## src/stereo_ssd_block_matcher_unit_macros.svh

```systemverilog
// assertion macros for the stereo ssd block matcher
`ifndef STEREO_SSD_BLOCK_MATCHER_UNIT_MACROS_SVH
`define STEREO_SSD_BLOCK_MATCHER_UNIT_MACROS_SVH

// antecedent implies consequent in the same cycle
`define SSDBM_ASSERT_NOW(label, ante, cons, msg) \
  label: assert property (@(posedge clk) disable iff (!rst_n) (ante) |-> (cons)) \
    else $error(msg);

// condition that holds at every enabled edge
`define SSDBM_ASSERT_ALWAYS(label, cond, msg) \
  label: assert property (@(posedge clk) disable iff (!rst_n) (cond)) else $error(msg);

`endif

```

## src/ssdbm_pkg.sv

```systemverilog
// shared constants, types and helpers of the stereo ssd block matcher
package ssdbm_pkg;

  localparam int MAX_WIDTH  = 1024;
  localparam int MAX_HEIGHT = 1024;
  localparam int MAX_HALF   = 3;
  localparam int MAX_DISP   = 32;
  localparam int LINES      = 2 * MAX_HALF + 1;
  localparam int MAX_RES    = MAX_HALF + MAX_DISP;

  localparam int PIX_W   = 8;
  localparam int DIM_W   = 11;
  localparam int HALF_W  = 2;
  localparam int DISP_W  = 5;
  localparam int COST_W  = 16;
  localparam int VIS_W   = 8;
  localparam int COL_W   = 10;
  localparam int SLOT_W  = 3;
  localparam int ADDR_W  = SLOT_W + COL_W;
  localparam int DEPTH   = LINES * MAX_WIDTH;
  localparam int ACC_W   = 22;
  localparam int NUM_W   = 13;
  localparam int N_W     = 6;
  localparam int CIDX_W  = 3;

  typedef logic [PIX_W-1:0]  pix_t;
  typedef logic [DIM_W-1:0]  dim_t;
  typedef logic [DISP_W-1:0] disp_t;
  typedef logic [COST_W-1:0] cost_t;
  typedef logic [VIS_W-1:0]  vis_t;
  typedef logic [ACC_W-1:0]  acc_t;

  localparam logic [CIDX_W-1:0] CFG_WIDTH  = 3'd0;
  localparam logic [CIDX_W-1:0] CFG_HEIGHT = 3'd1;
  localparam logic [CIDX_W-1:0] CFG_HALF   = 3'd2;
  localparam logic [CIDX_W-1:0] CFG_DLOW   = 3'd3;
  localparam logic [CIDX_W-1:0] CFG_DHIGH  = 3'd4;

  typedef enum logic [2:0] {
    ST_IDLE, ST_CHECK, ST_FILL, ST_DRAIN, ST_SCAN, ST_VIS, ST_DIVW, ST_OUT
  } state_t;

  typedef struct packed {
    logic shift_pix;
    logic acc_en;
    logic clr;
    logic shift_cost;
  } cell_ctl_t;

  function automatic logic [SLOT_W-1:0] mod_lines(input logic [4:0] v);
    logic [4:0] t;
    t = v;
    if (t >= 5'(2 * LINES)) t = t - 5'(2 * LINES);
    else if (t >= 5'(LINES)) t = t - 5'(LINES);
    return t[SLOT_W-1:0];
  endfunction

endpackage

```

## src/ssdbm_div.sv

```systemverilog
// restoring divider, one quotient bit per cycle
module ssdbm_div (
  input  logic                          clk,
  input  logic                          rst_n,
  input  logic                          start,
  input  logic [ssdbm_pkg::NUM_W-1:0]   num,
  input  ssdbm_pkg::disp_t              den,
  output logic                          done,
  output logic [ssdbm_pkg::NUM_W-1:0]   quo
);
  import ssdbm_pkg::*;
  localparam int CNT_W = $clog2(NUM_W + 1);

  logic [NUM_W-1:0] sh_r;
  disp_t            rem_r;
  logic [CNT_W-1:0] cnt_r;
  logic             busy_r, done_r;
  logic [DISP_W:0]  trial;
  logic             ge;

  assign trial = {rem_r, sh_r[NUM_W-1]};
  assign ge    = trial >= {1'b0, den};

  always_ff @(posedge clk) begin
    if (!rst_n) begin
      busy_r <= 1'b0;
      done_r <= 1'b0;
      cnt_r  <= '0;
    end else begin
      done_r <= 1'b0;
      if (start) begin
        sh_r   <= num;
        rem_r  <= '0;
        cnt_r  <= CNT_W'(NUM_W);
        busy_r <= 1'b1;
      end else if (busy_r) begin
        rem_r <= ge ? DISP_W'(trial - {1'b0, den}) : trial[DISP_W-1:0];
        sh_r  <= {sh_r[NUM_W-2:0], ge};
        cnt_r <= cnt_r - CNT_W'(1);
        if (cnt_r == CNT_W'(1)) begin
          busy_r <= 1'b0;
          done_r <= 1'b1;
        end
      end
    end
  end

  assign done = done_r;
  assign quo  = sh_r;
endmodule

```

## config.mk

```make
export PLATFORM = sky130hd
export DESIGN_NAME = ssdbm_div
export DESIGN_NICKNAME = d
export VERILOG_FILES = /design/src/stereo_ssd_block_matcher_unit_macros.svh /design/src/ssdbm_pkg.sv /design/src/ssdbm_div.sv
export SDC_FILE = /design/constraint.sdc
export NUM_CORES = 1
export LEC_CHECK = 0
export BUFFER_PORTS_ARGS = -buffer_cell sky130_fd_sc_hd__buf_2
export CAP_MARGIN = 40
export CORE_MARGIN = 2
export CORE_UTILIZATION = 48
export DETAILED_ROUTE_END_ITERATION = 7
export GPL_ROUTABILITY_DRIVEN = 0
export PLACE_DENSITY = 0.71
export SYNTH_ARGS = -nofsm -noshare
export SYNTH_HDL_FRONTEND = slang
export SYNTH_SLANG_ARGS = --single-unit
```

## constraint.sdc

```tcl
create_clock -name clk -period 2.4 [get_ports clk]
set_clock_uncertainty 0.15 [all_clocks]
set_input_delay 0.24 -clock clk [delete_from_list [all_inputs] [get_ports clk]]
set_output_delay 0.24 -clock clk [all_outputs]
set_load 0.01 [all_outputs]
```

# Word level (Yosys, flattened, before mapping)

Index checks and enable logic that the tools add are counted.

Flip-flop bits (word level): 24
Input port bits: 21
Output and inout port bits: 14
Word-level logic and storage cells: 26

Add/subtract/negate cells: 2
Magnitude comparators: 1
Eq/ne operators: 1
Muxes and demuxes: 10
Bitwise logic cells: 2
Reductions and logical operators: 4

Operators by type and width:

| operator                                            | count |
|---|---|
| 2-to-1 mux 13 bit                                   | 2 |
| 2-to-1 mux 5 bit                                    | 2 |
| 2-to-1 mux 4 bit                                    | 2 |
| >= comparator 6 x 5 -> 1 bit                        | 1 |
| subtractor 5 bit                                    | 1 |
| equality test 4 x 1 -> 1 bit, second input constant | 1 |
| 2-to-1 mux 1 bit                                    | 4 |
| subtractor 4 x 1 -> 4 bit, second input constant    | 1 |
| OR reduction 3 bit                                  | 1 |
| NOT 1 bit                                           | 2 |
| AND reduction 2 bit                                 | 1 |
| nonzero test 2 bit                                  | 1 |
| OR reduction 2 bit                                  | 1 |

# Longest topological paths before layout

Depth in word-level cells: 4
Depth in mapped cells: 8
Mapped depth without buffers: 8

# Worst setup path before layout

Ideal clock, no wire load.

Path kind: flip-flop to flip-flop
From: register sh_r[12] (netlist: quo[12])
To: register rem_r[0] (data pin)
Data arrival time: 1.830 ns
Data required time: 1.984 ns
Setup slack: 0.154 ns
Cell stages (with the launch flop): 9
Clock period less this slack: 2.246 ns
Cells stage by stage: edfxtp_1 -> inv_1 -> ha_1 -> inv_1 -> fa_1 -> a21o_1 -> a31o_2 -> o21ai_0 -> o41ai_2

Word-level cells in the longest chain between the ends: 3
Elaborated cells on any way between the ends: 4
Those cells by class: add/sub (1); order compare (1); mux (2)

RTL lines:

| item                                                             | line                             | text |
|---|---|---|
| from (decl)                                                      | ssdbm_div.sv:14                  | `logic [NUM_W-1:0] sh_r;` |
| from (signal assigned)                                           | ssdbm_div.sv:32                  | `sh_r <= num;` |
| from (signal assigned)                                           | ssdbm_div.sv:38                  | `sh_r <= {sh_r[NUM_W-2:0], ge};` |
| subtractor 5 bit or >= comparator 6 x 5 -> 1 bit (tied branches) | ssdbm_div.sv:37, ssdbm_div.sv:22 |  |
| 2-to-1 mux 5 bit *                                               | ssdbm_div.sv:37                  | `rem_r <= ge ? DISP_W'(trial - {1'b0, den}) : trial[DISP_W-1:0];` |
| 2-to-1 mux 5 bit *                                               | ssdbm_div.sv:36                  | `end else if (busy_r) begin` |
| to (signal assigned)                                             | ssdbm_div.sv:37                  |  |
| to (decl)                                                        | ssdbm_div.sv:15                  | `disp_t rem_r;` |

Mark *: on every way between the ends. The rest lies on a longest branch, timed or not. The select of a mux whose other input is x is not followed.
A chain may end at the register's enable or synchronous reset.

# Worst setup path in the final report

From: register sh_r[12] (netlist: quo[12])
To: register rem_r[1] (data pin)

Same word-level chain as after synthesis.

==> flow_summary.ini <==
[critical_path]
slowest_stage = edfxtp_1
endpoint = rem_r[1]
crit_path_cell_trace = inv_1, ha_1, inv_1, fa_1, a21o_1, a31o_2, o21ai_1, a21oi_1
cp_common_cell = inv_1
worst-r2r-setup-slack_ns = 0.13
r2r_start = quo[12]
r2r_cells = 8
max_stage_delay_ns = 0.41
worstPathMaxFanout = 6
required_ns = 2.32
crit_type = reg -> reg
cp-startpoint = quo[12]
r2r-end = rem_r[1]
arrival_ns = 2.20
worstSetupEndpointType = register
start_kind = register

[logic_synthesis]
yosysWarnings = 0
seq_area_frac_synth_pct = 51.4
synth_edf_count = 18
synth.area.top_cells = edfxtp_1 42%, mux2_2 11%, dfxtp_1 9.3%
syn_inst = 109
yosysTopAreaCell = edfxtp_1
avgSynthCellArea_um2 = 11.8
syn_area_um2 = 1280
yosys-top-cells-count = 18 x edfxtp_1, 14 x nor2_1, 12 x mux2_2
syn-num-nets = 138
synth_cell_types = 35
netlist.area_leader.share_pct = 42.1
synthArstFlopShare_pct = 0
synth_seq_cells = 24
synth.most_common_cell = edfxtp_1
ys.flop_type = edfxtp_1

[flow_run]
max_cap_viol_count = 0

[floorplanning]
die_y_um = 55.7
io_pins = 35
core-area_um2 = 2500
initial_utilization_pct = 51.4
die_w_um = 55.7
rows = 18
die_area_um2 = 3110

[routing]
drtPass1Iterations = 3
ant_nets = 0
drtIter0Drc = 29
num_vias = 946
viasPerCell = 5.38
route.detailed.drc = 0
routed_wl_um = 2410
avgRoutedWirePerCell_um = 13.7

[pwr]
p_per_area_nw_per_um2 = 649
ir_drop_uv = 411
combPwrFrac_pct = 20.6
finalPower_mw = 1.01
leakage_nw = 0.667
p_int_mw = 0.750
switching_share_pct = 25.9
p_sw_mw = 0.263
pwr-share-seq_pct = 50.0
clkPwrFrac_pct = 29.3

[sta]
period_minus_slack_ns = 2.27
setup_viol = 0
setup-tns-final_ns = 0
max_freq_mhz = 440
period_share_pct = 94.8
worst_slew_pin_slew_ns = 0.527
slew_headroom_pct = 64.9
fin_hold_ws_ns = 0.0323
hold_violations = 0
grt_setup_unrepaired = yes
worst_slack_ns = 0.125
final-max-slew-violation-count = 0

[clock_network]
numCtsBuffers = 3
root_buffer = clkbuf_4
cts_tree = yes
cts.clk_slew.worst_paths_ns = 0.15
post_cts_buffers = 0
numClockSinks = 24
cts_buffer_depth = 2
cts_hold_buf = 0
insertion_delay_ns = 0.32
cts_max_level = 1
ctsResizeCount = 0

[place]
io_buffers = 34
dp_slack_ns = 0.0761
dp_hpwl_um = 1790

[run_status]
outcome = completed

[cells_and_area]
postLayoutCoreUtil_pct = 62.5
antenna_cells = 0
nets = 176
syn2layout_area_growth_pct = 21.5
drive_above_1_share_pct = 42.5

[grt]
grt_pass1_vias = 970
grt_max_degree = 29
antenna_found_initial = 0
grt_overflow = 0
grt_use_total_pct = 16.8
grt_pass1_wl_um = 4220

[worst_hold_path]
hold_class = in -> reg
hold_depth = 3
## flip-flops by register name, summed over array words and instances (netlist names)
signal and count:
quo 13, rem_r 5, cnt_r 4, busy_r 1, done 1
## cells by family after synthesis
kind of cell,synth area share (%)
compound gates,10.9
xor+xnor,2.73
fa+ha+maj,8.37
buf+inv,4.28
flops,51.4
mux,10.5
simple gates,11.8
## power groups by stage
stage,Combinational [mW],Clock (mW),Sequential [mW]
2_1_floorplan,0.136,0,0.520
3_3_place_gp,0.196,0,0.515
3_5_place_dp,0.203,0,0.516
4_1_cts,0.204,0.299,0.507
5_1_grt,0.235,0.320,0.513
6_report,0.209,0.297,0.507
## critical path: cells and delay by family, from the launching register on
| kind | cells | cell delay (ns) |
|---|---|---|
| DFF | 1 | 0.41 |
| adders and majority gates | 2 | 0.56 |
| buffers and inverters | 2 | 0.16 |
| AOI/OAI and AO/OA | 4 | 0.75 |
## placed cells by master, fill, tap and decap left out, types with 3 or more instances in the layout
cell type and instances:
a21oi_1 4, xor2_1 3, mux2_2 12, nor2_1 14, buf_2 34, ha_1 7
edfxtp_1 18, dfxtp_1 6, inv_1 11, nor3_1 3, clkbuf_4 3
## routing by layer
metal	share of wire, %	GRT usage [%]
met1	43	19.5
met2	53	31.1
met3	3.4	3.02
met4	0.62	5.23
met5	0	0
## per-stage QoR
stage,cell area [µm²],std cells
global route,1560,176
global placement,1490,172
floorplan,1280,109
detailed placement,1490,172
finish,1560,176
CTS,1550,176
## how the worst min path moves through the flow
stage / from / end
3_3_place_gp: cnt_r[3] / done
4_1_cts: rst_n / done
3_5_place_dp: cnt_r[3] / done
2_1_floorplan: rst_n / done
5_1_grt: num[11] / quo[11]
6_report: rst_n / done
## cell type report
type,count,area (µm²)
Clock inverter,1,30.0
Tap cell,30,37.5
Timing Repair Buffer,36,185
Multi-Input combinational cell,71,584
Clock buffer,3,22.5
Sequential cell,24,661
Fill cell,205,938
Inverter,11,41.3
Note: power is estimated with default switching activity, not from simulation.
