### src/stereo_ssd_block_matcher_unit_macros.svh
// assertion macros for the stereo ssd block matcher
`ifndef STEREO_SSD_BLOCK_MATCHER_UNIT_MACROS_SVH
`define STEREO_SSD_BLOCK_MATCHER_UNIT_MACROS_SVH

// antecedent implies consequent in the same cycle
`define SSDBM_ASSERT_NOW(label, ante, cons, msg) \
  label: assert property (@(posedge clk) disable iff (!rst_n) (ante) |-> (cons)) \
    else $error(msg);

// condition that holds at every enabled edge
`define SSDBM_ASSERT_ALWAYS(label, cond, msg) \
  label: assert property (@(posedge clk) disable iff (!rst_n) (cond)) else $error(msg);

`endif

### src/ssdbm_pkg.sv
// shared constants, types and helpers of the stereo ssd block matcher
package ssdbm_pkg;

  localparam int MAX_WIDTH  = 1024;
  localparam int MAX_HEIGHT = 1024;
  localparam int MAX_HALF   = 3;
  localparam int MAX_DISP   = 32;
  localparam int LINES      = 2 * MAX_HALF + 1;
  localparam int MAX_RES    = MAX_HALF + MAX_DISP;

  localparam int PIX_W   = 8;
  localparam int DIM_W   = 11;
  localparam int HALF_W  = 2;
  localparam int DISP_W  = 5;
  localparam int COST_W  = 16;
  localparam int VIS_W   = 8;
  localparam int COL_W   = 10;
  localparam int SLOT_W  = 3;
  localparam int ADDR_W  = SLOT_W + COL_W;
  localparam int DEPTH   = LINES * MAX_WIDTH;
  localparam int ACC_W   = 22;
  localparam int NUM_W   = 13;
  localparam int N_W     = 6;
  localparam int CIDX_W  = 3;

  typedef logic [PIX_W-1:0]  pix_t;
  typedef logic [DIM_W-1:0]  dim_t;
  typedef logic [DISP_W-1:0] disp_t;
  typedef logic [COST_W-1:0] cost_t;
  typedef logic [VIS_W-1:0]  vis_t;
  typedef logic [ACC_W-1:0]  acc_t;

  localparam logic [CIDX_W-1:0] CFG_WIDTH  = 3'd0;
  localparam logic [CIDX_W-1:0] CFG_HEIGHT = 3'd1;
  localparam logic [CIDX_W-1:0] CFG_HALF   = 3'd2;
  localparam logic [CIDX_W-1:0] CFG_DLOW   = 3'd3;
  localparam logic [CIDX_W-1:0] CFG_DHIGH  = 3'd4;

  typedef enum logic [2:0] {
    ST_IDLE, ST_CHECK, ST_FILL, ST_DRAIN, ST_SCAN, ST_VIS, ST_DIVW, ST_OUT
  } state_t;

  typedef struct packed {
    logic shift_pix;
    logic acc_en;
    logic clr;
    logic shift_cost;
  } cell_ctl_t;

  function automatic logic [SLOT_W-1:0] mod_lines(input logic [4:0] v);
    logic [4:0] t;
    t = v;
    if (t >= 5'(2 * LINES)) t = t - 5'(2 * LINES);
    else if (t >= 5'(LINES)) t = t - 5'(LINES);
    return t[SLOT_W-1:0];
  endfunction

endpackage

### src/ssdbm_cell.sv
// one disparity cell: right pixel tap plus ssd accumulator
module ssdbm_cell (
  input  logic                  clk,
  input  ssdbm_pkg::cell_ctl_t  ctl,
  input  ssdbm_pkg::pix_t       left_pix,
  input  ssdbm_pkg::pix_t       right_in,
  output ssdbm_pkg::pix_t       right_out,
  input  ssdbm_pkg::acc_t       cost_in,
  output ssdbm_pkg::acc_t       cost_out
);
  import ssdbm_pkg::*;

  pix_t        right_r;
  acc_t        acc_r;
  logic signed [PIX_W:0]       diff;
  logic        [2*PIX_W-1:0]   sq;
  logic signed [2*PIX_W+1:0]   prod;

  assign diff = $signed({1'b0, left_pix}) - $signed({1'b0, right_in});
  assign prod = diff * diff;
  assign sq   = prod[2*PIX_W-1:0];

  always_ff @(posedge clk) begin
    if (ctl.shift_pix) right_r <= right_in;
    if (ctl.clr) begin
      acc_r <= '0;
    end else if (ctl.shift_cost) begin
      acc_r <= cost_in;
    end else if (ctl.acc_en) begin
      acc_r <= acc_r + ACC_W'(sq);
    end
  end

  assign right_out = right_r;
  assign cost_out  = acc_r;
endmodule

### config.mk
export PLATFORM = sky130hd
export DESIGN_NAME = ssdbm_cell
export DESIGN_NICKNAME = d
export VERILOG_FILES = /design/src/stereo_ssd_block_matcher_unit_macros.svh /design/src/ssdbm_pkg.sv /design/src/ssdbm_cell.sv
export SDC_FILE = /design/constraint.sdc
export NUM_CORES = 1
export LEC_CHECK = 0
export BUFFER_PORTS_ARGS = -buffer_cell sky130_fd_sc_hd__buf_4
export CAP_MARGIN = 20
export CORE_UTILIZATION = 46
export CTS_BUF_LIST = sky130_fd_sc_hd__clkbuf_16
export DETAILED_ROUTE_END_ITERATION = 8
export GPL_TIMING_DRIVEN = 0
export HOLD_SLACK_MARGIN = 0.02
export PLACE_DENSITY = 0.75
export SLEW_MARGIN = 25
export SYNTH_ARGS = -nofsm -noshare
export SYNTH_HDL_FRONTEND = slang
export SYNTH_SLANG_ARGS = --single-unit
### constraint.sdc
create_clock -name clk -period 30.3 [get_ports clk]
set_input_delay 7.575 -clock clk [delete_from_list [all_inputs] [get_ports clk]]
set_output_delay 7.575 -clock clk [all_outputs]
set_load 0.01 [all_outputs]
### Word-level counts from Yosys, hierarchy flattened

Index checks and enable logic that the tools add are counted.

| cells by class | value |
|---|---|
| add/subtract/negate cells | 2 |
| multiply operators | 1 |
| muxes and demuxes | 2 |
| reduce and logical (&&, ||, !) cells | 1 |

Operator list:

| kind | number |
|---|---|
| $mux 22 | 2 |
| $add 22x16->22 | 1 |
| $mul 9x9->16 | 1 |
| $sub 8x8->9 | 1 |
| $reduce_bool 2->1 | 1 |

| word-level totals | value |
|---|---|
| register bits after elaboration | 30 |

### Logic depth before layout (Yosys ltp)

Gate-level depths: netlist of run 1.

| depth | value |
|---|---|
| depth after elaboration | 5 |
| gate-level depth with buffers | 35 |
| mapped depth without buffers | 35 |

### Worst setup path before layout of run 1

OpenSTA, ideal clock, no wires.

| timing | value |
|---|---|
| path kind | input -> register |
| start | input port right_in[1] |
| end | register acc_r[17], in the netlist cost_out[17] |
| data arrival time | 14.595 ns |
| setup slack | 15.572 ns |
| cell stages on the path | 31 |
| path buffers | 0 |
| cells stage by stage | inv_1 ha_1 nor2b_4 o2111ai_2 a31oi_1 o21bai_1 nand2_1 nand2_1 inv_1 fa_1 inv_1 fa_1 inv_1 fa_1 fa_1 inv_1 fa_1 inv_1 ha_1 nor2b_1 o21a_1 o41ai_2 or4b_1 o211ai_1 ha_1 nand4_1 inv_1 a221oi_1 o211ai_1 a311oi_1 nor4_1 |

| on the way | value |
|---|---|
| word-level cells in the longest chain between the ends | 5 |

Ends and longest elaborated chain:

| what | RTL line | RTL |
|---|---|---|
| start: declaration | ssdbm_cell.sv:6 | `input ssdbm_pkg::pix_t right_in,` |
| $sub 8x8->9 | ssdbm_cell.sv:19 | `assign diff = $signed({1'b0, left_pix}) - $signed({1'b0, right_in});` |
| $mul 9x9->16 | ssdbm_cell.sv:20 | `assign prod = diff * diff;` |
| $add 22x16->22 | ssdbm_cell.sv:30 | `acc_r <= acc_r + ACC_W'(sq);` |
| $mux 22 | ssdbm_cell.sv:29 | `end else if (ctl.acc_en) begin` |
| $mux 22 | ssdbm_cell.sv:27 | `end else if (ctl.shift_cost) begin` |
| end signal: assignment | ssdbm_cell.sv:28 | `acc_r <= cost_in;` |
| end signal: assignment | ssdbm_cell.sv:30 |  |
| end: declaration | ssdbm_cell.sv:14 | `acc_t acc_r;` |

No other way between the ends. The select of a mux whose other input is x is not followed.
A chain may end at the register's enable or synchronous reset.

### Worst setup path in the final report of run 1

| timing | value |
|---|---|
| start | input port right_in[1] |
| end | register acc_r[19], in the netlist cost_out[19] |

Same word-level chain as after synthesis.

==> qor.csv, run 1 <==
stage,metric,value,unit
outcome,run status,"complete, but fails checks",
outcome,violations in the final reports,DRC,
layout,fraction of final layout cells with drive strength greater than 1,0.154,
yosys,synthesis warning total,0,
yosys,share of flip-flops with an asynchronous set or reset,0,
floorplanning,Std-Cell Core Area,9730,um^2
worst_setup_path,Crit Path Class,primary input to flop,
clock_network,clk_lat worst skew,0.28,ns
worst_setup_path,worst-path fanout max,6,
yosys,dominant synthesized flop cell,sky130_fd_sc_hd__dfxtp_1,
worst_hold_path,beginning of the worst hold path,cost_out[7]$_SDFFE_PP0P_,
worst_setup_path,CP Data Required Time,30.45,ns
global_routing,vias in the first global route,3990,
worst_setup_path,FF-to-FF Start,cost_out[2]$_SDFFE_PP0P_,
clock_network,Post-CTS Hold Fix Bufs,0,
yosys,Syn Area/Cell,8.59,um^2
layout,layout-stage area growth over the synthesis result,18.4,%
worst_setup_path,"reg-to-reg slack, setup",27.71,ns
routing,per-cell routed wire length,14.5,um
global_routing,total congestion overflow after global routing,0,
place,half-perimeter wire length after placement,9.07,mm
worst_setup_path,worst reg2reg path endpoint,cost_out[13]$_SDFFE_PP0P_,
floorplanning,cell row count,36,
place,final RePlAce weighted congestion,0.841,
global_routing,global router's overall resource usage,0.216,
timing,worst path setup slack after routing,14.97,ns
routing,Total Wirelength,10.9,mm
flow_run,max cap viols,0,
place,Setup Slack @ Placement,14.73,ns
timing,Worst Skew,0.00465,ns
worst_setup_path,Critical Path End Type,flop,
routing,iteration-0 DRC count of the detailed router,203,
layout,total inserted antenna cells,0,
routing,DRC errors left,1,
clock_network,root cell of the clock tree,sky130_fd_sc_hd__clkbuf_16,
worst_setup_path,Critical Path Slowest Stage Cell,sky130_fd_sc_hd__fa_1,
clock_network,TritonCTS clock tree,yes,
place,number of port buffers,72,
yosys,share of the yosys chip area belonging to registers,0.148,
floorplanning,vertical die dimension,102,um
clock_network,clock-pin slew reported for the worst setup and hold paths after clock tree synthesis,0.06,ns
global_routing,antenna violations before repair,0,
timing,share of the clock period used by the worst path after layout,0.506,
worst_hold_path,end point of the most critical hold path,cost_out[7]$_SDFFE_PP0P_,
timing,final-report hold violation count,0,
layout,number of filler instances in the final layout,912,
worst_setup_path,largest stage delay on the critical path,0.54,ns
floorplanning,die area,10400,um^2
timing,Achievable Freq,0.0652,GHz
yosys,number of flops mapped to enable cells by yosys,8,
timing,count of pins over their slew limit,0,
timing,worst slew margin relative to its limit,0.549,
yosys,"FF+latch count, synth",30,
timing,final setup vio count,0,
timing,unrepaired setup endpoints after global routing,no,
worst_setup_path,Worst Reg2Reg Path Length in Cells,8,
timing,time the worst path needs with I/O delays and setup,15.33,ns
routing,vias per inst,5.37,
routing,Detailed Routing Iterations Pass 1,6,
worst_hold_path,HP Class,flop to flop,
yosys,number of instances in the synthesized netlist,537,
worst_setup_path,category of the worst setup path launch point,primary input,
global_routing,largest net degree at the start of global routing,11,
worst_setup_path,cell mode on critical path,sky130_fd_sc_hd__inv_1,
floorplanning,Starting Density,0.474,
clock_network,number of H-tree levels,2,
routing,Antenna Violating Nets Remaining,0,
global_routing,global-route wire length before repair,17.9,mm
timing,Setup Total Neg Slack,0,ns
clock_network,number of buffers inserted during clock tree synthesis,5,
yosys,Unique masters post-synth,60,
yosys,synthesized net count,689,
clock_network,# clock sinks,30,
layout,final net count,768,
floorplanning,IO Pins,73,
clock_network,post-CTS setup buffer count,0,
clock_network,Resized Gates After CTS,0,
floorplanning,Die Width,102,um
yosys,combined area of all synthesized cells,4610,um^2
timing,transition at the pin with the smallest max-transition slack,0.677,ns
worst_hold_path,Cells on Worst Hold Path,2,
worst_setup_path,arrival time of the worst setup path,15.48,ns
clock_network,"buffers from clock root to sink, at most",2,
routing,via count of the routed design,4025,
[worst max-delay path, delay by kind of cell]
family                     cells  cell delay [ns]
xor gates and xnor gates       1             0.15
and+or+nand+nor                7             1.59
buffers and inverters          8             0.55
AOI/OAI and AO/OA              9             2.15
adders and majority gates      8             3.45
[Yosys cell counts, types with 2 or more instances]
| cell type | n | area share |
|---|---|---|
| sky130_fd_sc_hd__a21oi_1 | 39 | 0.042 |
| sky130_fd_sc_hd__nor2b_1 | 3 | 0.0041 |
| sky130_fd_sc_hd__nand4_1 | 2 | 0.0027 |
| sky130_fd_sc_hd__edfxtp_1 | 8 | 0.052 |
| sky130_fd_sc_hd__a221oi_1 | 5 | 0.0095 |
| sky130_fd_sc_hd__o21a_1 | 5 | 0.0081 |
| sky130_fd_sc_hd__o22ai_1 | 5 | 0.0068 |
| sky130_fd_sc_hd__o31ai_1 | 3 | 0.0049 |
| sky130_fd_sc_hd__a31o_2 | 2 | 0.0038 |
| sky130_fd_sc_hd__ha_1 | 58 | 0.16 |
| sky130_fd_sc_hd__a21oi_2 | 2 | 0.0038 |
| sky130_fd_sc_hd__o21ai_0 | 10 | 0.011 |
| sky130_fd_sc_hd__buf_1 | 3 | 0.0024 |
| sky130_fd_sc_hd__nor3b_1 | 3 | 0.0049 |
| sky130_fd_sc_hd__a32oi_1 | 2 | 0.0038 |
| sky130_fd_sc_hd__nand2_1 | 34 | 0.028 |
| sky130_fd_sc_hd__a21o_1 | 9 | 0.015 |
| sky130_fd_sc_hd__clkbuf_1 | 6 | 0.0049 |
| sky130_fd_sc_hd__inv_2 | 3 | 0.0024 |
| sky130_fd_sc_hd__nand2b_1 | 2 | 0.0027 |
| sky130_fd_sc_hd__nor3_1 | 4 | 0.0043 |
| sky130_fd_sc_hd__xnor2_1 | 26 | 0.049 |
| sky130_fd_sc_hd__a311oi_1 | 2 | 0.0038 |
| sky130_fd_sc_hd__nor4_1 | 2 | 0.0027 |
| sky130_fd_sc_hd__a31oi_1 | 5 | 0.0068 |
| sky130_fd_sc_hd__o211ai_1 | 4 | 0.0065 |
| sky130_fd_sc_hd__xor2_1 | 12 | 0.023 |
| sky130_fd_sc_hd__dfxtp_1 | 22 | 0.096 |
| sky130_fd_sc_hd__a2111oi_0 | 2 | 0.0038 |
| sky130_fd_sc_hd__a211oi_1 | 6 | 0.0098 |
| sky130_fd_sc_hd__inv_1 | 94 | 0.077 |
| sky130_fd_sc_hd__o31a_1 | 2 | 0.0038 |
| sky130_fd_sc_hd__fa_1 | 51 | 0.22 |
| sky130_fd_sc_hd__nor2_1 | 61 | 0.050 |
| sky130_fd_sc_hd__and3_1 | 4 | 0.0054 |
| sky130_fd_sc_hd__nand3_1 | 5 | 0.0054 |
| sky130_fd_sc_hd__o21bai_1 | 3 | 0.0049 |
| sky130_fd_sc_hd__mux2i_1 | 4 | 0.0087 |
| sky130_fd_sc_hd__o21ai_1 | 3 | 0.0033 |
[kinds of logic (layout without fill, tap and decap cells)]
| group | Yosys count | in the layout | share of synthesized area |
|---|---|---|---|
| AOI/OAI and AO/OA | 118 | 118 | 0.173 |
| xor gates and xnor gates | 39 | 39 | 0.0757 |
| adders and majority gates | 109 | 109 | 0.379 |
| buffers and inverters | 107 | 187 | 0.0871 |
| DFF | 30 | 30 | 0.148 |
| muxes | 5 | 5 | 0.0111 |
| and+or+nand+nor | 129 | 129 | 0.127 |
[metrics by stage]
stage	area, um^2	util	hold WS (ns)	std cells
after floorplan	4610	-	0.587	537
after global placement	5320	0.547	0.585	742
after detailed placement	5320	0.547	0.590	742
after CTS	5460	0.561	0.599	750
after global routing	5460	0.561	0.645	750
final	5460	0.561	0.603	750
[flip-flops by register name (all words and copies together), names as in the netlist]
name       count
cost_out      22
right_out      8
[routing by layer]
metal,up-vias,part of all wire,GRT usage
met5,-,0,0
met4,0,0.016,0.0538
met3,16,0.035,0.0171
met2,79,0.51,0.379
met1,1972,0.44,0.290
li1,1958,-,-
[cell type report]
type                    count  area (um^2)  area share
multi-input cells         400         3530       0.646
flip-flops and latches     30          681       0.125
repair buffers             72          541      0.0990
inverters                  98          368      0.0674
well taps                 133          166      0.0305
clock buffers               5          125      0.0229
plain buffers               9         33.8     0.00619
clock inverters             3         15.0     0.00275
[worst max path at each step]
stage	startpoint	endpoint	slack [ns]	depth (start not counted)
after floorplan	right_in[1]	cost_out[17]$_SDFFE_PP0P_	15.57	31
after global placement	right_in[1]	cost_out[19]$_SDFFE_PP0P_	14.88	33
after detailed placement	right_in[1]	cost_out[19]$_SDFFE_PP0P_	14.73	33
after CTS	right_in[1]	cost_out[19]$_SDFFE_PP0P_	14.99	33
after global routing	right_in[1]	cost_out[19]$_SDFFE_PP0P_	14.45	33
final	right_in[1]	cost_out[19]$_SDFFE_PP0P_	14.97	33
[layout by cell type, fill, tap and decap left out, types with 4 or more instances in the layout]
| cell | count |
|---|---|
| sky130_fd_sc_hd__nor3_1 | 4 |
| sky130_fd_sc_hd__a221oi_1 | 5 |
| sky130_fd_sc_hd__nor2_1 | 61 |
| sky130_fd_sc_hd__dfxtp_1 | 22 |
| sky130_fd_sc_hd__clkbuf_16 | 5 |
| sky130_fd_sc_hd__o22ai_1 | 5 |
| sky130_fd_sc_hd__a31oi_1 | 5 |
| sky130_fd_sc_hd__a21o_1 | 9 |
| sky130_fd_sc_hd__o21a_1 | 5 |
| sky130_fd_sc_hd__nand2_1 | 34 |
| sky130_fd_sc_hd__xnor2_1 | 26 |
| sky130_fd_sc_hd__edfxtp_1 | 8 |
| sky130_fd_sc_hd__o21ai_0 | 10 |
| sky130_fd_sc_hd__xor2_1 | 12 |
| sky130_fd_sc_hd__buf_4 | 72 |
| sky130_fd_sc_hd__nand3_1 | 5 |
| sky130_fd_sc_hd__mux2i_1 | 4 |
| sky130_fd_sc_hd__inv_1 | 94 |
| sky130_fd_sc_hd__a211oi_1 | 6 |
| sky130_fd_sc_hd__clkbuf_1 | 6 |
| sky130_fd_sc_hd__a21oi_1 | 39 |
| sky130_fd_sc_hd__fa_1 | 51 |
| sky130_fd_sc_hd__o211ai_1 | 4 |
| sky130_fd_sc_hd__and3_1 | 4 |
| sky130_fd_sc_hd__ha_1 | 58 |
Power of run 1 is not shown: default switching activity piles up to over one toggle a cycle in this logic, so the estimate is an artifact.
==> run 2: changes to the inputs <==
PLACE_DENSITY = 0.78   (was 0.75)
clock period = 12.6 ns   (was 30.3 ns; I/O delays follow)
==> run 2 against run 1 <==
The flow now finishes without violations. Count of clock-buffer cells in the layout unchanged. Final cell count unchanged. Routed wire length increased by 2.2%. Worst setup slack got worse by 13 ns. Sequential cell count unchanged. Utilization unchanged. Critical endpoint unchanged. Largest cell class unchanged.
==> qor.csv, run 2 (same netlist as run 1, synthesis figures left out) <==
stage,metric,value,unit,change
layout,layout-stage area growth over the synthesis result,18.4,%,unchanged
worst_hold_path,HP Class,flop to flop,,
layout,total inserted antenna cells,0,,unchanged
worst_setup_path,CP Data Required Time,12.75,ns,-17.70 ns
clock_network,post-CTS setup buffer count,0,,unchanged
global_routing,largest net degree at the start of global routing,11,,unchanged
routing,via count of the routed design,4129,,+2.6%
outcome,run status,finished clean,,
timing,final-report hold violation count,0,,unchanged
layout,"flip-flop count of the largest register, all copies and words added",22,,unchanged
worst_setup_path,largest stage delay on the critical path,0.55,ns,about the same
flow_run,max cap viols,0,,unchanged
floorplanning,IO Pins,73,,unchanged
global_routing,global-route wire length before repair,18.7,mm,+4.0%
clock_network,clk_lat worst skew,0.29,ns,about the same
routing,iteration-0 DRC count of the detailed router,213,,+4.9%
worst_setup_path,category of the worst setup path launch point,primary input,,
routing,per-cell routed wire length,14.8,um,+2.2%
routing,DRC errors left,0,,-1
timing,share of the clock period used by the worst path after layout,0.872,,
worst_setup_path,"Buf+Inv Stages, Crit Path",8,,unchanged
layout,"leading cell type in the layout, fill and taps excluded",sky130_fd_sc_hd__inv_1,,
floorplanning,Starting Density,0.474,,unchanged
place,number of port buffers,72,,unchanged
timing,Achievable Freq,0.0911,GHz,
global_routing,global router's overall resource usage,0.226,,+0.00999
global_routing,vias in the first global route,4133,,+3.6%
worst_setup_path,cell mode on critical path,sky130_fd_sc_hd__inv_1,,
timing,Worst Skew,0.00326,ns,-0.00138 ns
clock_network,number of H-tree levels,2,,unchanged
layout,fraction of final layout cells with drive strength greater than 1,0.154,,unchanged
worst_setup_path,"reg-to-reg slack, setup",10.03,ns,-17.68 ns
timing,count of pins over their slew limit,0,,unchanged
worst_setup_path,arrival time of the worst setup path,11.13,ns,-4.35 ns
clock_network,TritonCTS clock tree,yes,,
layout,most frequent cells in the layout,"sky130_fd_sc_hd__inv_1, sky130_fd_sc_hd__buf_4, sky130_fd_sc_hd__nor2_1",,
floorplanning,die area,10400,um^2,unchanged
clock_network,Post-CTS Hold Fix Bufs,0,,unchanged
timing,final setup vio count,0,,unchanged
timing,worst slew margin relative to its limit,0.547,,-0.00176
timing,Setup Total Neg Slack,0,ns,unchanged
worst_setup_path,worst-path fanout max,6,,unchanged
routing,Antenna Violating Nets Remaining,0,,unchanged
routing,Total Wirelength,11.1,mm,+2.2%
worst_setup_path,"CP delay by family, top",adder cells,,
place,half-perimeter wire length after placement,8.99,mm,-0.89%
floorplanning,Std-Cell Core Area,9730,um^2,unchanged
clock_network,Resized Gates After CTS,0,,unchanged
timing,unrepaired setup endpoints after global routing,no,,
global_routing,total congestion overflow after global routing,0,,unchanged
place,final RePlAce weighted congestion,0.870,,+3.4%
routing,Detailed Routing Iterations Pass 1,7,,+1
worst_setup_path,Crit Path Class,primary input to flop,,
worst_setup_path,Critical Path Slowest Stage Cell,sky130_fd_sc_hd__fa_1,,
timing,transition at the pin with the smallest max-transition slack,0.679,ns,+0.00264 ns
floorplanning,Die Width,102,um,unchanged
clock_network,root cell of the clock tree,sky130_fd_sc_hd__clkbuf_16,,
routing,vias per inst,5.51,,+2.6%
worst_setup_path,Critical Path End Type,flop,,
clock_network,clock-pin slew reported for the worst setup and hold paths after clock tree synthesis,0.06,ns,about the same
floorplanning,vertical die dimension,102,um,unchanged
global_routing,antenna violations before repair,0,,unchanged
floorplanning,cell row count,36,,unchanged
layout,final net count,768,,unchanged
clock_network,number of buffers inserted during clock tree synthesis,5,,unchanged
timing,time the worst path needs with I/O delays and setup,10.98,ns,
clock_network,# clock sinks,30,,unchanged
clock_network,"buffers from clock root to sink, at most",2,,unchanged
## run 2: tightest hold or removal path, cell delays in order, from the launching register on
cell and delay (ns):
sky130_fd_sc_hd__dfxtp_1 0.34, sky130_fd_sc_hd__a21oi_1 0.13, sky130_fd_sc_hd__a221oi_1 0.08
## run 2: area by class of cell
cell class              count  area, um^2
fillers                   901        4270
multi-input cells         400        3530
flip-flops and latches     30         681
repair buffers             72         541
inverters                  98         368
well taps                 133         166
clock buffers               5         125
plain buffers               9        33.8
clock inverters             3        15.0
## run 2: path summary, 6_finish.rpt
kind                              from                        end  depth (start not counted)
max                        right_in[1]  cost_out[19]$_SDFFE_PP0P_                         33
min          cost_out[11]$_SDFFE_PP0P_  cost_out[11]$_SDFFE_PP0P_                          2
max reg2reg   cost_out[0]$_SDFFE_PP0P_  cost_out[18]$_SDFFE_PP0P_                          9
min reg2reg  cost_out[11]$_SDFFE_PP0P_  cost_out[11]$_SDFFE_PP0P_                          2
## run 2: through the flow
step            util  hold WS (ns)  setup slack [ns]  cells  cell area [um^2]
2_1_floorplan      -         0.587              2.30    537              4610
3_3_place_gp   0.547         0.585              1.62    742              5320
3_5_place_dp   0.547         0.588              1.41    742              5320
4_1_cts        0.561         0.598              1.62    750              5460
5_1_grt        0.561         0.643              1.04    750              5460
6_report       0.561         0.611              1.62    750              5460
## run 2: per-layer routing
| metal | track usage | part of all wire |
|---|---|---|
| met3 | 0.0226 | 0.051 |
| met1 | 0.298 | 0.41 |
| met5 | 0 | 0 |
| met4 | 0.0791 | 0.018 |
| met2 | 0.389 | 0.52 |
Power of run 2 is left out for the same reason.
==> run 3: changes to the inputs <==
CORE_UTILIZATION = 53   (was 46)
PLACE_DENSITY = 0.86   (was 0.78)
==> run 3 against run 2 <==
Sequential share of layout area grew 0.081 points. Final cell count down 3.7%. Clock skew increased by 0.0037 ns. First-iteration DRC count grew 15%. Final area decreased by 0.64%. Fmax up 0.51%. Sequential cell count stayed put. Global-route usage rose by 4.0 points. Die area shrank 13%. Critical path depth increased by 1. Highest routed layer unchanged.
==> qor.csv, run 3 (same netlist as run 1, synthesis figures left out) <==
stage,metric,value,unit,change
global_routing,total congestion overflow after global routing,0,,unchanged
worst_setup_path,Critical Path Slowest Stage Cell,sky130_fd_sc_hd__fa_1,,
clock_network,number of buffers inserted during clock tree synthesis,5,,unchanged
clock_network,"buffers from clock root to sink, at most",2,,unchanged
global_routing,global-route wire length before repair,19.0,mm,+1.9%
timing,time the worst path needs with I/O delays and setup,10.93,ns,-0.0562 ns
floorplanning,IO Pins,73,,unchanged
routing,via count of the routed design,4218,,+2.2%
layout,total inserted antenna cells,0,,unchanged
worst_setup_path,largest stage delay on the critical path,0.59,ns,+0.04 ns
worst_setup_path,category of the worst setup path launch point,primary input,,
floorplanning,die area,9080,um^2,-13%
clock_network,Post-CTS Hold Fix Bufs,0,,unchanged
routing,Antenna Violating Nets Remaining,0,,unchanged
timing,final setup vio count,0,,unchanged
layout,"flip-flop count of the largest register, all copies and words added",22,,unchanged
routing,Total Wirelength,11.4,mm,+2.4%
timing,Worst Skew,0.00700,ns,+0.00373 ns
routing,Detailed Routing Iterations Pass 1,5,,-2
global_routing,global router's overall resource usage,0.267,,+0.0404
global_routing,antenna violations before repair,0,,unchanged
routing,per-cell routed wire length,15.7,um,+6.4%
worst_hold_path,HP Class,flop to flop,,
clock_network,clock-pin slew reported for the worst setup and hold paths after clock tree synthesis,0.06,ns,about the same
timing,worst path setup slack after routing,1.67,ns,+0.0562 ns
worst_setup_path,Crit Path Class,primary input to flop,,
worst_setup_path,worst-path fanout max,6,,unchanged
clock_network,root cell of the clock tree,sky130_fd_sc_hd__clkbuf_16,,
routing,DRC errors left,0,,unchanged
clock_network,clk_lat worst skew,0.28,ns,about the same
routing,vias per inst,5.84,,+6.1%
worst_setup_path,Critical Path End Type,flop,,
layout,"leading cell type in the layout, fill and taps excluded",sky130_fd_sc_hd__inv_1,,
worst_setup_path,cell mode on critical path,sky130_fd_sc_hd__inv_1,,
routing,iteration-0 DRC count of the detailed router,244,,+15%
floorplanning,cell row count,33,,-8.3%
global_routing,largest net degree at the start of global routing,11,,unchanged
place,Setup Slack @ Placement,1.47,ns,+0.0602 ns
floorplanning,vertical die dimension,95.3,um,-6.7%
place,number of port buffers,72,,unchanged
timing,final-report hold violation count,0,,unchanged
outcome,run status,finished clean,,
global_routing,vias in the first global route,4284,,+3.7%
place,half-perimeter wire length after placement,9.17,mm,+2.0%
worst_setup_path,"reg-to-reg slack, setup",9.99,ns,-0.04 ns
layout,final net count,768,,unchanged
layout,layout-stage area growth over the synthesis result,17.6,%,
timing,Setup Total Neg Slack,0,ns,unchanged
clock_network,post-CTS setup buffer count,0,,unchanged
worst_setup_path,arrival time of the worst setup path,11.07,ns,-0.06 ns
layout,number of filler instances in the final layout,652,,-28%
worst_setup_path,CP Data Required Time,12.74,ns,about the same
timing,Achievable Freq,0.0915,GHz,+0.51%
place,final RePlAce weighted congestion,0.911,,+4.7%
timing,unrepaired setup endpoints after global routing,no,,
floorplanning,Die Width,95.3,um,-6.7%
layout,most frequent cells in the layout,"sky130_fd_sc_hd__inv_1, sky130_fd_sc_hd__buf_4, sky130_fd_sc_hd__nor2_1",,
clock_network,TritonCTS clock tree,yes,,
clock_network,number of H-tree levels,2,,unchanged
layout,fraction of final layout cells with drive strength greater than 1,0.154,,unchanged
timing,count of pins over their slew limit,0,,unchanged
floorplanning,Std-Cell Core Area,8300,um^2,-15%
timing,share of the clock period used by the worst path after layout,0.867,,-0.00446
clock_network,Resized Gates After CTS,0,,unchanged
timing,worst slew margin relative to its limit,0.519,,-0.0282
clock_network,# clock sinks,30,,unchanged
flow_run,max cap viols,0,,unchanged
floorplanning,Starting Density,0.556,,+0.0817
timing,transition at the pin with the smallest max-transition slack,0.722,ns,+0.0423 ns
## run 3: path summary, 6_finish.rpt
| path | from | endpoint | cells past startpoint |
|---|---|---|---|
| hold reg to reg | cost_out[7]$_SDFFE_PP0P_ | cost_out[7]$_SDFFE_PP0P_ | 2 |
| setup reg to reg | cost_out[0]$_SDFFE_PP0P_ | cost_out[18]$_SDFFE_PP0P_ | 9 |
| hold / removal | cost_out[7]$_SDFFE_PP0P_ | cost_out[7]$_SDFFE_PP0P_ | 2 |
| setup / recovery | left_pix[0] | cost_out[17]$_SDFFE_PP0P_ | 34 |
## run 3: per-layer routing
metal,vias up,wire length (um),GRT usage
met2,179,5860,0.474
met5,-,0,0
met1,2037,4410,0.326
met3,39,760,0.0399
li1,1963,-,-
met4,0,340,0.0960
## run 3: critical path: cells and delay by family
family | cells | cell delay, ns
buf+inv | 9 | 0.70
fa+ha+maj | 9 | 3.60
compound gates | 10 | 2.54
simple gates | 6 | 1.08
## run 3: layout make-up
| class | count | area [um^2] | area share |
|---|---|---|---|
| repair buffers | 72 | 541 | 0.0997 |
| well taps | 105 | 131 | 0.0242 |
| inverters | 98 | 368 | 0.0678 |
| plain buffers | 9 | 33.8 | 0.00623 |
| multi-input cells | 400 | 3530 | 0.651 |
| flip-flops and latches | 30 | 681 | 0.126 |
| clock inverters | 3 | 15.0 | 0.00277 |
| clock buffers | 5 | 125 | 0.0231 |
## run 3: through the flow
step / util / cell area (um^2) / hold WS, ns / std cells
after floorplan: - / 4610 / 0.587 / 537
after global placement: 0.637 / 5280 / 0.570 / 714
after detailed placement: 0.637 / 5280 / 0.589 / 714
after CTS: 0.653 / 5420 / 0.595 / 722
after global routing: 0.653 / 5420 / 0.654 / 722
final: 0.653 / 5420 / 0.596 / 722
Power of run 3 is left out for the same reason.
